[config.mk]
export PLATFORM = sky130hd
export DESIGN_NAME = mpfb_queue
export DESIGN_NICKNAME = d
export VERILOG_FILES = /design/src/rtl/mpfb_queue.sv
export SDC_FILE = /design/constraint.sdc
export NUM_CORES = 1
export LEC_CHECK = 0
export ABC_AREA = 0
export BUFFER_PORTS_ARGS = -buffer_cell sky130_fd_sc_hd__buf_2
export CORE_MARGIN = 2
export CORE_UTILIZATION = 48
export CTS_CLUSTER_DIAMETER = 100
export CTS_CLUSTER_SIZE = 24
export DETAILED_ROUTE_END_ITERATION = 16
export GPL_TIMING_DRIVEN = 0
export PLACE_DENSITY = 0.72
export SYNTH_ARGS = -nofsm -noshare
export SYNTH_HDL_FRONTEND = slang
export SYNTH_SLANG_ARGS = --single-unit
[constraint.sdc]
create_clock -name clk -period 2.2 [get_ports clk]
set_clock_uncertainty 0.2 [all_clocks]
set_input_delay 0.22 -clock clk [delete_from_list [all_inputs] [get_ports clk]]
set_output_delay 0.22 -clock clk [all_outputs]
set_load 0.005 [all_outputs]
[src/rtl/mpfb_queue.sv]
module mpfb_queue #(
	parameter int WIDTH = 8,
	parameter int DEPTH = 2
) (
	input  logic                           clk,
	input  logic                           arst_n,
	input  logic                           push,
	input  logic [WIDTH-1:0]               din,
	output logic                           full,
	input  logic                           pop,
	output logic [WIDTH-1:0]               dout,
	output logic                           empty,
	output logic [$clog2(DEPTH+1)-1:0]     count
);

	localparam int PW = (DEPTH > 1) ? $clog2(DEPTH) : 1;
	localparam int CW = $clog2(DEPTH + 1);
	localparam logic [PW-1:0] LAST_PTR = PW'(DEPTH - 1);

	logic [WIDTH-1:0] slots_q [DEPTH];
	logic [PW-1:0]    wr_ptr_q;
	logic [PW-1:0]    rd_ptr_q;
	logic [CW-1:0]    count_q;
	logic             do_push;
	logic             do_pop;

	assign full    = (count_q == CW'(DEPTH));
	assign empty   = (count_q == '0);
	assign count   = count_q;
	assign dout    = slots_q[rd_ptr_q];
	assign do_push = push && !full;
	assign do_pop  = pop && !empty;

	always_ff @(posedge clk or negedge arst_n) begin
		if (!arst_n) begin
			wr_ptr_q <= '0;
			rd_ptr_q <= '0;
			count_q  <= '0;
		end else begin
			if (do_push) begin
				wr_ptr_q <= (wr_ptr_q == LAST_PTR) ? '0 : wr_ptr_q + 1'b1;
			end
			if (do_pop) begin
				rd_ptr_q <= (rd_ptr_q == LAST_PTR) ? '0 : rd_ptr_q + 1'b1;
			end
			if (do_push && !do_pop) begin
				count_q <= count_q + 1'b1;
			end else if (do_pop && !do_push) begin
				count_q <= count_q - 1'b1;
			end
		end
	end

	always_ff @(posedge clk) begin
		if (do_push) begin
			slots_q[wr_ptr_q] <= din;
		end
	end

`ifndef NO_ASSERTIONS
	a_count_bound: assert property (@(posedge clk) disable iff (!arst_n)
		count_q <= CW'(DEPTH))
		else $error("queue count beyond depth");
	a_push_grows: assert property (@(posedge clk) disable iff (!arst_n)
		(do_push && !do_pop) |=> count_q == $past(count_q) + 1'b1)
		else $error("queue count did not advance on push");
	a_pop_shrinks: assert property (@(posedge clk) disable iff (!arst_n)
		(do_pop && !do_push) |=> count_q == $past(count_q) - 1'b1)
		else $error("queue count did not drop on pop");
`endif

endmodule

==> impl_metrics.py <==
metrics = {
    "finish": {
        "fillers": 117,
        "mostFrequentLayoutCells": "buf_2, edfxtp_1, dlygate4sd3_1, mux2_1, dfrtp_1",
        "syn_to_final_growth_pct": 33.4,
        "nNetsFinal": 95,
        "stdcell_area_um2": 1040,
        "fin_util_pct": 68.5,
        "diodes": 0,
        "drive_gt1_share_pct": 38.3,
        "final_common_cell": "buf_2",
        "final_cells": 97,
    },
    "critical_path": {
        "r2r_slack_ps": 350,
        "critPathMaxFanout": 8,
        "startpoint_type": "register",
        "critPathRequiredTime_ps": 1930,
        "endpoint_kind": "register",
        "critical_path_class": "reg2reg",
        "rr_worst_depth": 3,
        "arrival_ps": 1580,
    },
    "timing": {
        "timing.fmax_ghz": 0.540,
        "relSlewSlack_pct": 52.8,
        "period_needed_ps": 1850,
        "tns_ps": 0,
        "rsz0062_at_grt": "no",
        "hold_violations": 0,
        "slew_violations": 0,
        "setup_viol": 0,
        "finalCritPeriodShare_pct": 84.1,
        "tightest_slew_ps": 706,
    },
    "logic_synthesis": {
        "ys_types": 15,
        "syn-num-nets": 57,
        "ys_ff_latch": 20,
        "syn_area_per_cell_um2": 17.8,
        "syn_inst": 44,
        "syn-cell-area_um2": 782,
        "yosysWarnings": 0,
        "yosysSeqAreaShare_pct": 74.2,
    },
    "clock_network": {
        "post_cts_buffers": 0,
        "clk_latency_ps": 290,
        "clock_path_buffers": 2,
        "cts_max_level": 1,
        "cts_root_buf": "clkbuf_4",
        "cts_tree": "built",
        "clock-sinks": 20,
        "cts_buffers": 3,
        "clk_pin_slew_ps": 100,
    },
    "route": {
        "drcViolationCount": 0,
        "wirelength_um": 1210,
        "ant_nets": 0,
        "firstDrtPassIters": 2,
        "drt_iter0_drc": 4,
        "via_count": 446,
        "viasPerCell": 4.60,
        "wl_per_cell_um": 12.4,
    },
    "worst_hold_path": {
        "hp-class": "in2async",
    },
    "floorplan": {
        "fp.dieArea_um2": 1970,
        "io_pins": 24,
        "start_util_pct": 51.3,
        "core_region_area_um2": 1520,
        "fp.dieH_um": 44.4,
        "die-width_um": 44.4,
        "rows": 14,
    },
    "place": {
        "place_area_um2": 917,
        "hpwl_um": 817,
        "port_buffers": 23,
        "routabilityCongestion": 0.657,
        "placed_cells": 83,
    },
    "global_routing": {
        "grt_max_degree": 12,
        "antenna_found_initial": 0,
        "grt_pass1_vias": 431,
        "grt_overflow_total": 0,
        "met2_usage_pct": 23.8,
        "use_met3_pct": 3.67,
        "grt_busiest_layer": "met2",
        "grtUsageMet1_pct": 15.5,
        "groute.usage.overall_pct": 13.5,
        "grt_pass1_wl_um": 1840,
    },
    "run_status": {
        "outcome": "finished, final reports clean",
    },
    "power": {
        "power_density_nw_per_um2": 1120,
        "vdd_ir_drop_max_uv": 816,
        "p_leak_nw": 0.443,
        "finalPower_w": 0.00117,
    },
    "flow_run": {
        "drv_cap": 0,
    },
}
## repair_timing
item / in CTS / in global routing
endpoints found under the hold margin: 21 / 0
gates resized for setup: 0 / 0
hold buffers: 10 / 0
## path summary, 6_finish.rpt
kind / start / end
min reg2reg: wr_ptr_q$_DFFE_PN0N_ / wr_ptr_q$_DFFE_PN0N_
max in group asynchronous: arst_n / count[0]$_DFFE_PN0P_
min: arst_n / count[1]$_DFFE_PN0P_
max: count[0]$_DFFE_PN0P_ / slots_q[0][3]$_DFFE_PP_
min in group clk: pop / rd_ptr_q$_DFFE_PN0P_
max reg2reg: count[0]$_DFFE_PN0P_ / slots_q[0][3]$_DFFE_PP_
## power breakdown
part           total (W)  internal [W]  leakage, nW  switching, W
registers       0.000583      0.000529        0.195     0.0000538
clock network   0.000174     0.0000704       0.0150      0.000103
logic           0.000416      0.000222        0.233      0.000194
## cells by family (layout without fill, tap and decap cells)
kind of cell	after synthesis	in the layout	share of synthesized area (%)
muxes	8	8	11.5
AOI/OAI and AO/OA	1	1	0.639
and+or+nand+nor	6	6	3.84
buffers and inverters	3	40	1.60
xor gates and xnor gates	5	5	6.56
adders and majority gates	1	1	1.60
DFF	20	20	74.2
## flip-flops by register name (all words and copies together), names as in the netlist
register	flops
wr_ptr_q	1
count	2
rd_ptr_q	1
slots_q	16
## worst max-delay path, stage by stage, from the launching register on
cell	delay (ps)
dfrtp_1	460
nand2b_1	190
nand2_2	100
nor2_1	550
## synthesized netlist by cell type
| cell | count | area [µm²] |
|---|---|---|
| mux2_2 | 2 | 22.5 |
| ha_1 | 1 | 12.5 |
| edfxtp_1 | 16 | 480 |
| mux2_1 | 6 | 67.6 |
| o21ai_1 | 1 | 5.00 |
| xnor2_1 | 2 | 17.5 |
| buf_2 | 1 | 5.00 |
| dfrtp_1 | 4 | 100 |
| nor2_1 | 3 | 11.3 |
| nand2b_1 | 1 | 6.26 |
| and3_1 | 1 | 6.26 |
| nand2_2 | 1 | 6.26 |
| inv_1 | 2 | 7.51 |
| xnor2_2 | 1 | 16.3 |
| xor2_1 | 2 | 17.5 |
## per-stage QoR
step / setup slack (ps) / hold slack [ps]
after floorplan: 570 / -276
after global placement: 341 / -174
after detailed placement: 305 / -170
after CTS: 292 / 38.6
after global routing: 191 / 35.2
final: 349 / 41.7
## routing by layer
metal / part of all wire (%) / routed length (µm)
met5: 0 / 0
met2: 52 / 631
met4: 0 / 0
met1: 43 / 521
met3: 4.3 / 52
## final cells by class
class	instances	area [µm²]	share of cell area [%]
multi-input cells	21	189	18.1
flip-flops and latches	20	581	55.6
inverters	2	7.51	0.719
clock buffers	4	26.3	2.52
well taps	16	20.0	1.92
repair buffers	33	215	20.6
plain buffers	1	5.00	0.480
(Power assumes the default switching activity.)
