<file path="config.mk">
export PLATFORM = sky130hd
export DESIGN_NAME = mpfb_front
export DESIGN_NICKNAME = d
export VERILOG_FILES = /design/src/rtl/mpfb_pkg.sv /design/src/rtl/mpfb_front.sv
export SDC_FILE = /design/constraint.sdc
export NUM_CORES = 1
export LEC_CHECK = 0
export BUFFER_PORTS_ARGS = -buffer_cell sky130_fd_sc_hd__clkbuf_2
export CAP_MARGIN = 20
export CORE_MARGIN = 4
export CORE_UTILIZATION = 25
export DETAILED_ROUTE_END_ITERATION = 8
export PLACE_DENSITY = 0.9
export SETUP_SLACK_MARGIN = 0.15
export SYNTH_ARGS = -nofsm -noshare
export SYNTH_HDL_FRONTEND = slang
export SYNTH_SLANG_ARGS = --single-unit
</file>
<file path="constraint.sdc">
create_clock -name vclk -period 2.2
set_input_delay 0.66 -clock vclk [all_inputs]
set_output_delay 0.66 -clock vclk [all_outputs]
set_load 0.005 [all_outputs]
</file>
<file path="src/rtl/mpfb_pkg.sv">
package mpfb_pkg;

	localparam logic [2:0] KIND_PIXEL = 3'd0;
	localparam logic [2:0] KIND_ROW   = 3'd1;
	localparam logic [2:0] KIND_COL   = 3'd2;
	localparam logic [2:0] KIND_CLEAR = 3'd3;
	localparam logic [2:0] KIND_READ  = 3'd4;

	localparam int ADDR_WIDE_W = 14;
	localparam int CMDQ_DEPTH  = 2;
	localparam int RESQ_DEPTH  = 2;
	localparam int RESQ_CW     = $clog2(RESQ_DEPTH + 1);

	typedef struct packed {
		logic [2:0] kind;
		logic [7:0] x;
		logic [7:0] y;
		logic [7:0] bits;
		logic [9:0] read_index;
	} mpfb_cmd_t;

	localparam int CMD_W = $bits(mpfb_cmd_t);

endpackage

</file>
<file path="src/rtl/mpfb_front.sv">
module mpfb_front (
	input  logic               push,
	input  logic               full,
	input  logic [2:0]         kind,
	input  logic [7:0]         x,
	input  logic [7:0]         y,
	input  logic               value,
	input  logic [7:0]         bits,
	input  logic [9:0]         read_index,
	output logic               cmd_push,
	output mpfb_pkg::mpfb_cmd_t cmd
);

	logic known;

	always_comb begin
		unique case (kind)
			mpfb_pkg::KIND_PIXEL,
			mpfb_pkg::KIND_ROW,
			mpfb_pkg::KIND_COL,
			mpfb_pkg::KIND_CLEAR,
			mpfb_pkg::KIND_READ: known = 1'b1;
			default:             known = 1'b0;
		endcase
	end

	// drop unused kinds here; a single pixel travels as a one-step column
	assign cmd_push = push && !full && known;

	always_comb begin
		cmd.kind       = kind;
		cmd.x          = x;
		cmd.y          = y;
		cmd.bits       = (kind == mpfb_pkg::KIND_PIXEL) ? {7'd0, value} : bits;
		cmd.read_index = read_index;
	end

endmodule

</file>
==> results.md, run 1 <==
* Slew @ Worst Pin at roughly 0.26 ns
* Finish-stage setup viols at 0
* Area Overhead vs Synth at -9.65%
* Fin. Hold Viols at 0
* Vias in the first global route at 195
* First-pass GRT wire length at between 800 and 900 µm
* Worst vdd ir at about 0.032 mV
* Top cells by area, synth: buf_4 67%, and2b_2 19%, nor3_4 5.0%
* Final critical-path required period at 2.14 ns
* Setup TNS at 0 ns
* WP data required at ~1.5 ns
* Die X at about 44 µm
* Placed insts at between 50 and 60
* Most frequent cells in the layout: 22 x clkbuf_2, 7 x and2b_2, 2 x buf_6
* DR WL/cell at roughly 11 µm
* Clock buffer cells at 0
* Syn Nets at 80
* Initial antenna violation count at 0
* Crit end category: output port
* Warnings from Yosys at 0
* Crit path launch type: primary input
* Critical path type: primary input to output port
* Post-route DRC at 0
* Power Total at 0.0000507 W
* Share of the synthesized area in the top cell type at 67.2%
* 1st-pass router iterations at 1
* WL final at 584 µm
* GPL Wtd Cong at roughly 0.57
* Detail Route Antenna Nets at 0
* Max Freq at around 470 MHz
* Count of cell types in the netlist at 6
* Final nets at 80
* FF+latch count at 0
* Static Leak at 0.171 nW
* Max-Cap Viols at 0
* DP HPWL at ~520 µm
* Non-Filler Instances at 52
* DR vias at 206
* Initial Utilization at between 20% and 30%
* I/O Pins at 78
* Unrepaired setup endpoints after global routing: yes
* Max-slew headroom at between 80% and 90%
* Commonest non-fill, non-tap cell in the layout: clkbuf_2
* Period utilization at 97.1%
* Share of post-route cells with drive strength above 1 at about 95%
* Largest net degree at the start of global routing at 9
* HP Class: primary input to output port
* Overflow after GRT at 0
* Reg area at 0 µm²
* Hold Path Cell Cnt at 0
* Syn_area_per_cell at 8.10 µm²
* CTS Hold Buffers Added at 0
* Area of the core at 1160 µm²
* GRT Total Usage at 5.14%
* Vias per cell at around 4.0
* Crit path DAT at about 1.5 ns
* Ant diodes at 0
* Die ar. at between 1500 and 2000 µm²
* Max Fanout on Critical Path at 8
* Row count at 12
* Die Y at ~44 µm
* Yosys top cell by area: buf_4
* Pins Over Slew Limit at 0
* Status: finished, final reports clean
* Port Buffers at 26
* Sequential fraction of the synthesis area at 0%
* Initial DRC count at 0
* PD cells at ~170 nW/µm²
* Cell area after synthesis at approximately 320 µm²
* Post-synthesis instance total at 40
[through the flow]
step	cell area (µm²)	util, %	setup slack [ns]	hold slack, ns
after floorplan	324	-	0.313	1.40
after global placement	254	22.0	0.0537	1.32
after detailed placement	254	22.0	0.0239	1.32
after CTS	263	22.7	0.0312	1.32
after global routing	293	25.3	0.00849	1.32
final	293	25.3	0.0642	1.32
[kinds of logic after synthesis]
group | synth area share (%)
simple gates | 26.6
buf+inv | 67.2
mux | 4.63
compound gates | 1.54
[repair_timing]
| action | CTS | global route |
|---|---|---|
| buffers inserted | 0 | 1 |
| resized for setup | 1 | 8 |
| pin swaps | 1 | 1 |
| gates cloned | 0 | 0 |
| endpoints found under the setup margin | 8 | 8 |
[layer usage]
| metal | global-route usage [%] | vias up | wire, µm |
|---|---|---|---|
| li1 | - | 91 | - |
| met1 | 3.10 | 93 | 103 |
| met4 | 2.41 | 0 | 2 |
| met3 | 3.73 | 2 | 147 |
| met5 | 0 | - | 0 |
| met2 | 10.5 | 20 | 331 |
[power by group]
part           switching [W]  internal [W]  leakage (nW)
combinational      0.0000166     0.0000341         0.171
sequential                 0             0             0
clock                      0             0             0
[path summary, 6_finish.rpt]
| path | start | end | slack (ns) |
|---|---|---|---|
| worst max-delay path | kind[2] | cmd[10] | 0.06 |
| worst min-delay path | read_index[0] | cmd[0] | 1.32 |
[cells in the mapped netlist]
library cell / instances
and2b_2: 7
o21ai_0: 1
buf_4: 29
mux2_4: 1
and3b_1: 1
nor3_4: 1
[critical path, cell delays in order]
cell and delay (ns):
buf_8 0.10, nor3_4 0.27, mux2_4 0.33, buf_6 0.11
[cell type report]
cell class / instances / area [µm²]
Tap cell: 14 / 17.5
Fill cell: 135 / 863
Timing Repair Buffer: 27 / 169
Multi-Input combinational cell: 11 / 106
Power figures use the tool's default switching activity.
==> run 2, diff against run 1 <==
ABC_AREA = 1   (was not set)
CORE_AREA = 4 4 41 43   (was not set)
CORE_MARGIN = not set   (was 4)
CORE_UTILIZATION = not set   (was 25)
DIE_AREA = 0 0 45 47   (was not set)
PLACE_DENSITY = 0.87   (was 0.9)
==> results.md, run 2 <==
* Most frequent cell after synthesis: buf_4
* CTS Hold Buffers Added at 0 (unchanged)
* DP HPWL at 638 µm (+24%)
* Post-route DRC at 0 (unchanged)
* Slew @ Worst Pin at 0.137 ns (-0.121 ns)
* Ant diodes at 0 (unchanged)
* Initial Utilization at 24.4% (-3.6 points)
* Synth top cells by count: 29 x buf_4, 9 x inv_1, 9 x nor2_1
* Final critical-path required period at 1.90 ns (-0.233 ns)
* Post-synthesis instance total at 54 (+35%)
* Row count at 13 (+1)
* HP Class: primary input to output port
* Largest net degree at the start of global routing at 8 (-1)
* Finish-stage setup viols at 0 (unchanged)
* Non-Filler Instances at 66 (+27%)
* Die ar. at 2120 µm² (+9.2%)
* Fin. Hold Viols at 0 (unchanged)
* Area Overhead vs Synth at -21.7%
* FF+latch count at 0 (unchanged)
* Area of the core at 1300 µm² (+13%)
* Critical path type: primary input to output port
* Hold Path Cell Cnt at 0 (unchanged)
* Static Leak at 0.194 nW (+13%)
* Crit end category: output port
* Crit path launch type: primary input
* Setup TNS at 0 ns (unchanged)
* Commonest non-fill, non-tap cell in the layout: clkbuf_2
* Period utilization at 86.5% (-11 points)
* Syn Nets at 94 (+18%)
* Pins Over Slew Limit at 0 (unchanged)
* GRT Total Usage at 5.66% (+0.52 points)
* Placed insts at 66 (+29%)
* Critical path's slowest cell: nor2_2
* I/O Pins at 78 (unchanged)
* Top routing layer used: met4
* Reg area at 0 µm² (unchanged)
* Vias in the first global route at 269 (+38%)
* CP max stage delay at 0.15 ns (-0.18 ns)
* Port Buffers at 26 (unchanged)
* Initial antenna violation count at 0 (unchanged)
* DR WL/cell at 10.3 µm (-8.7%)
* Warnings from Yosys at 0 (unchanged)
* Initial DRC count at 2 (+2)
* 1st-pass router iterations at 3 (+2)
* Met1 wire length at 175 µm (+70%)
* Met3 routed WL at 131 µm (-11%)
* Post-CTS Setup Bufs at 0 (unchanged)
* Count of cell types in the netlist at 8 (+2)
* Max-Cap Viols at 0 (unchanged)
* Overflow after GRT at 0 (unchanged)
* Top cells by area, synth: buf_4 69%, inv_1 11%, nor2_1 11%
* Share of post-route cells with drive strength above 1 at 56.9% (-38 points)
* Vias per cell at 3.95 (-0.18%)
* Unrepaired setup endpoints after global routing: no
* Most frequent cells in the layout: 26 x clkbuf_2, 9 x inv_1, 9 x nor2_1, 3 x nand2_1
* Worst vdd ir at 0.0274 mV (-14%)
* Status: finished, final reports clean
* Clock buffer cells at 0 (unchanged)
* Max Fanout on Critical Path at 7 (-1)
* Routed wl met2 at 337 µm (+1.8%)
* Detail Route Antenna Nets at 0 (unchanged)
* Hold Crit Start: y[3]
* Hold Path End: cmd[21]
* PD cells at 170 nW/µm² (-1.6%)
* Sequential fraction of the synthesis area at 0% (unchanged)
* Max Freq at 526 MHz (+12%)
* DR vias at 261 (+27%)
* WL final at 677 µm (+16%)
* GPL Wtd Cong at 0.539 (-5.1%)
* Cell area after synthesis at 318 µm² (-1.9%)
* Critical path startpoint: kind[1]
* Syn_area_per_cell at 5.89 µm² (-27%)
* Crit path top cell by count: clkbuf_2
* Share of the synthesized area in the top cell type at 68.5% (+1.3 points)
* Die X at 45 µm (+2.3%)
* Final nets at 93 (+16%)
* Crit-path cells: clkbuf_2 -> nor2_2 -> nand2_2 -> inv_2 -> nor2_1 -> clkbuf_2
* Yosys top cell by area: buf_4
* Multi-input gate area at 62.6 µm² (-41%)
* Crit path DAT at 1.24 ns (-0.24 ns)
* CTS resizes at 0 (-1)
* Place WS at 0.285 ns (+0.261 ns)
* Die Y at 47 µm (+6.8%)
* WP data required at 1.54 ns (about the same)
* Setup ws final at 0.297 ns (+0.233 ns)
* Max-slew headroom at 90.8% (+8.1 points)
* Fillers at 162 (+20%)
* First-pass GRT wire length at 931 µm (+14%)
-- run 2: layout make-up --
cell class	instances	share of cell area, %
inverters	10	15.1
multi-input cells	15	25.1
well taps	15	7.54
repair buffers	26	52.3
-- run 2: cells by family after synthesis --
logic type	share of synthesized area [%]
and+or+nand+nor	19.7
buffers and inverters	80.3
-- run 2: worst max-delay path by stage --
stage / cells after the start / end / slack [ns]
floorplan: 4 / cmd[11] / 0.54
CTS: 6 / cmd[14] / 0.29
finish: 6 / cmd[14] / 0.30
global placement: 6 / cmd[12] / 0.32
global route: 6 / cmd[14] / 0.20
detailed placement: 6 / cmd[14] / 0.28
-- run 2: where the power goes --
group | total, W | leakage, nW | internal (W) | switching [W]
combinational | 0.0000424 | 0.194 | 0.0000224 | 0.0000200
sequential | 0 | 0 | 0 | 0
clock | 0 | 0 | 0 | 0
total | 0.0000424 | 0.194 | 0.0000224 | 0.0000200
-- run 2: through the flow --
stage	util (%)	hold WS, ns	total power (W)	cell area [µm²]
after floorplan	-	1.39	0.0000573	318
after global placement	19.1	1.32	0.0000421	249
after detailed placement	19.1	1.32	0.0000435	249
after CTS	19.1	1.32	0.0000436	249
after global routing	19.1	1.32	0.0000478	249
final	19.1	1.32	0.0000424	249
-- run 2: worst max-delay path, delay by kind of cell --
| kind | cells | cell delay [ns] |
|---|---|---|
| buffers and inverters | 3 | 0.31 |
| AND/OR/NAND/NOR | 3 | 0.27 |
-- run 2: layer usage --
layer | global-route usage, % | vias to the layer above
li1 | - | 119
met1 | 2.92 | 112
met2 | 13.6 | 22
met3 | 1.53 | 8
met4 | 4.09 | 0
met5 | 0 | -
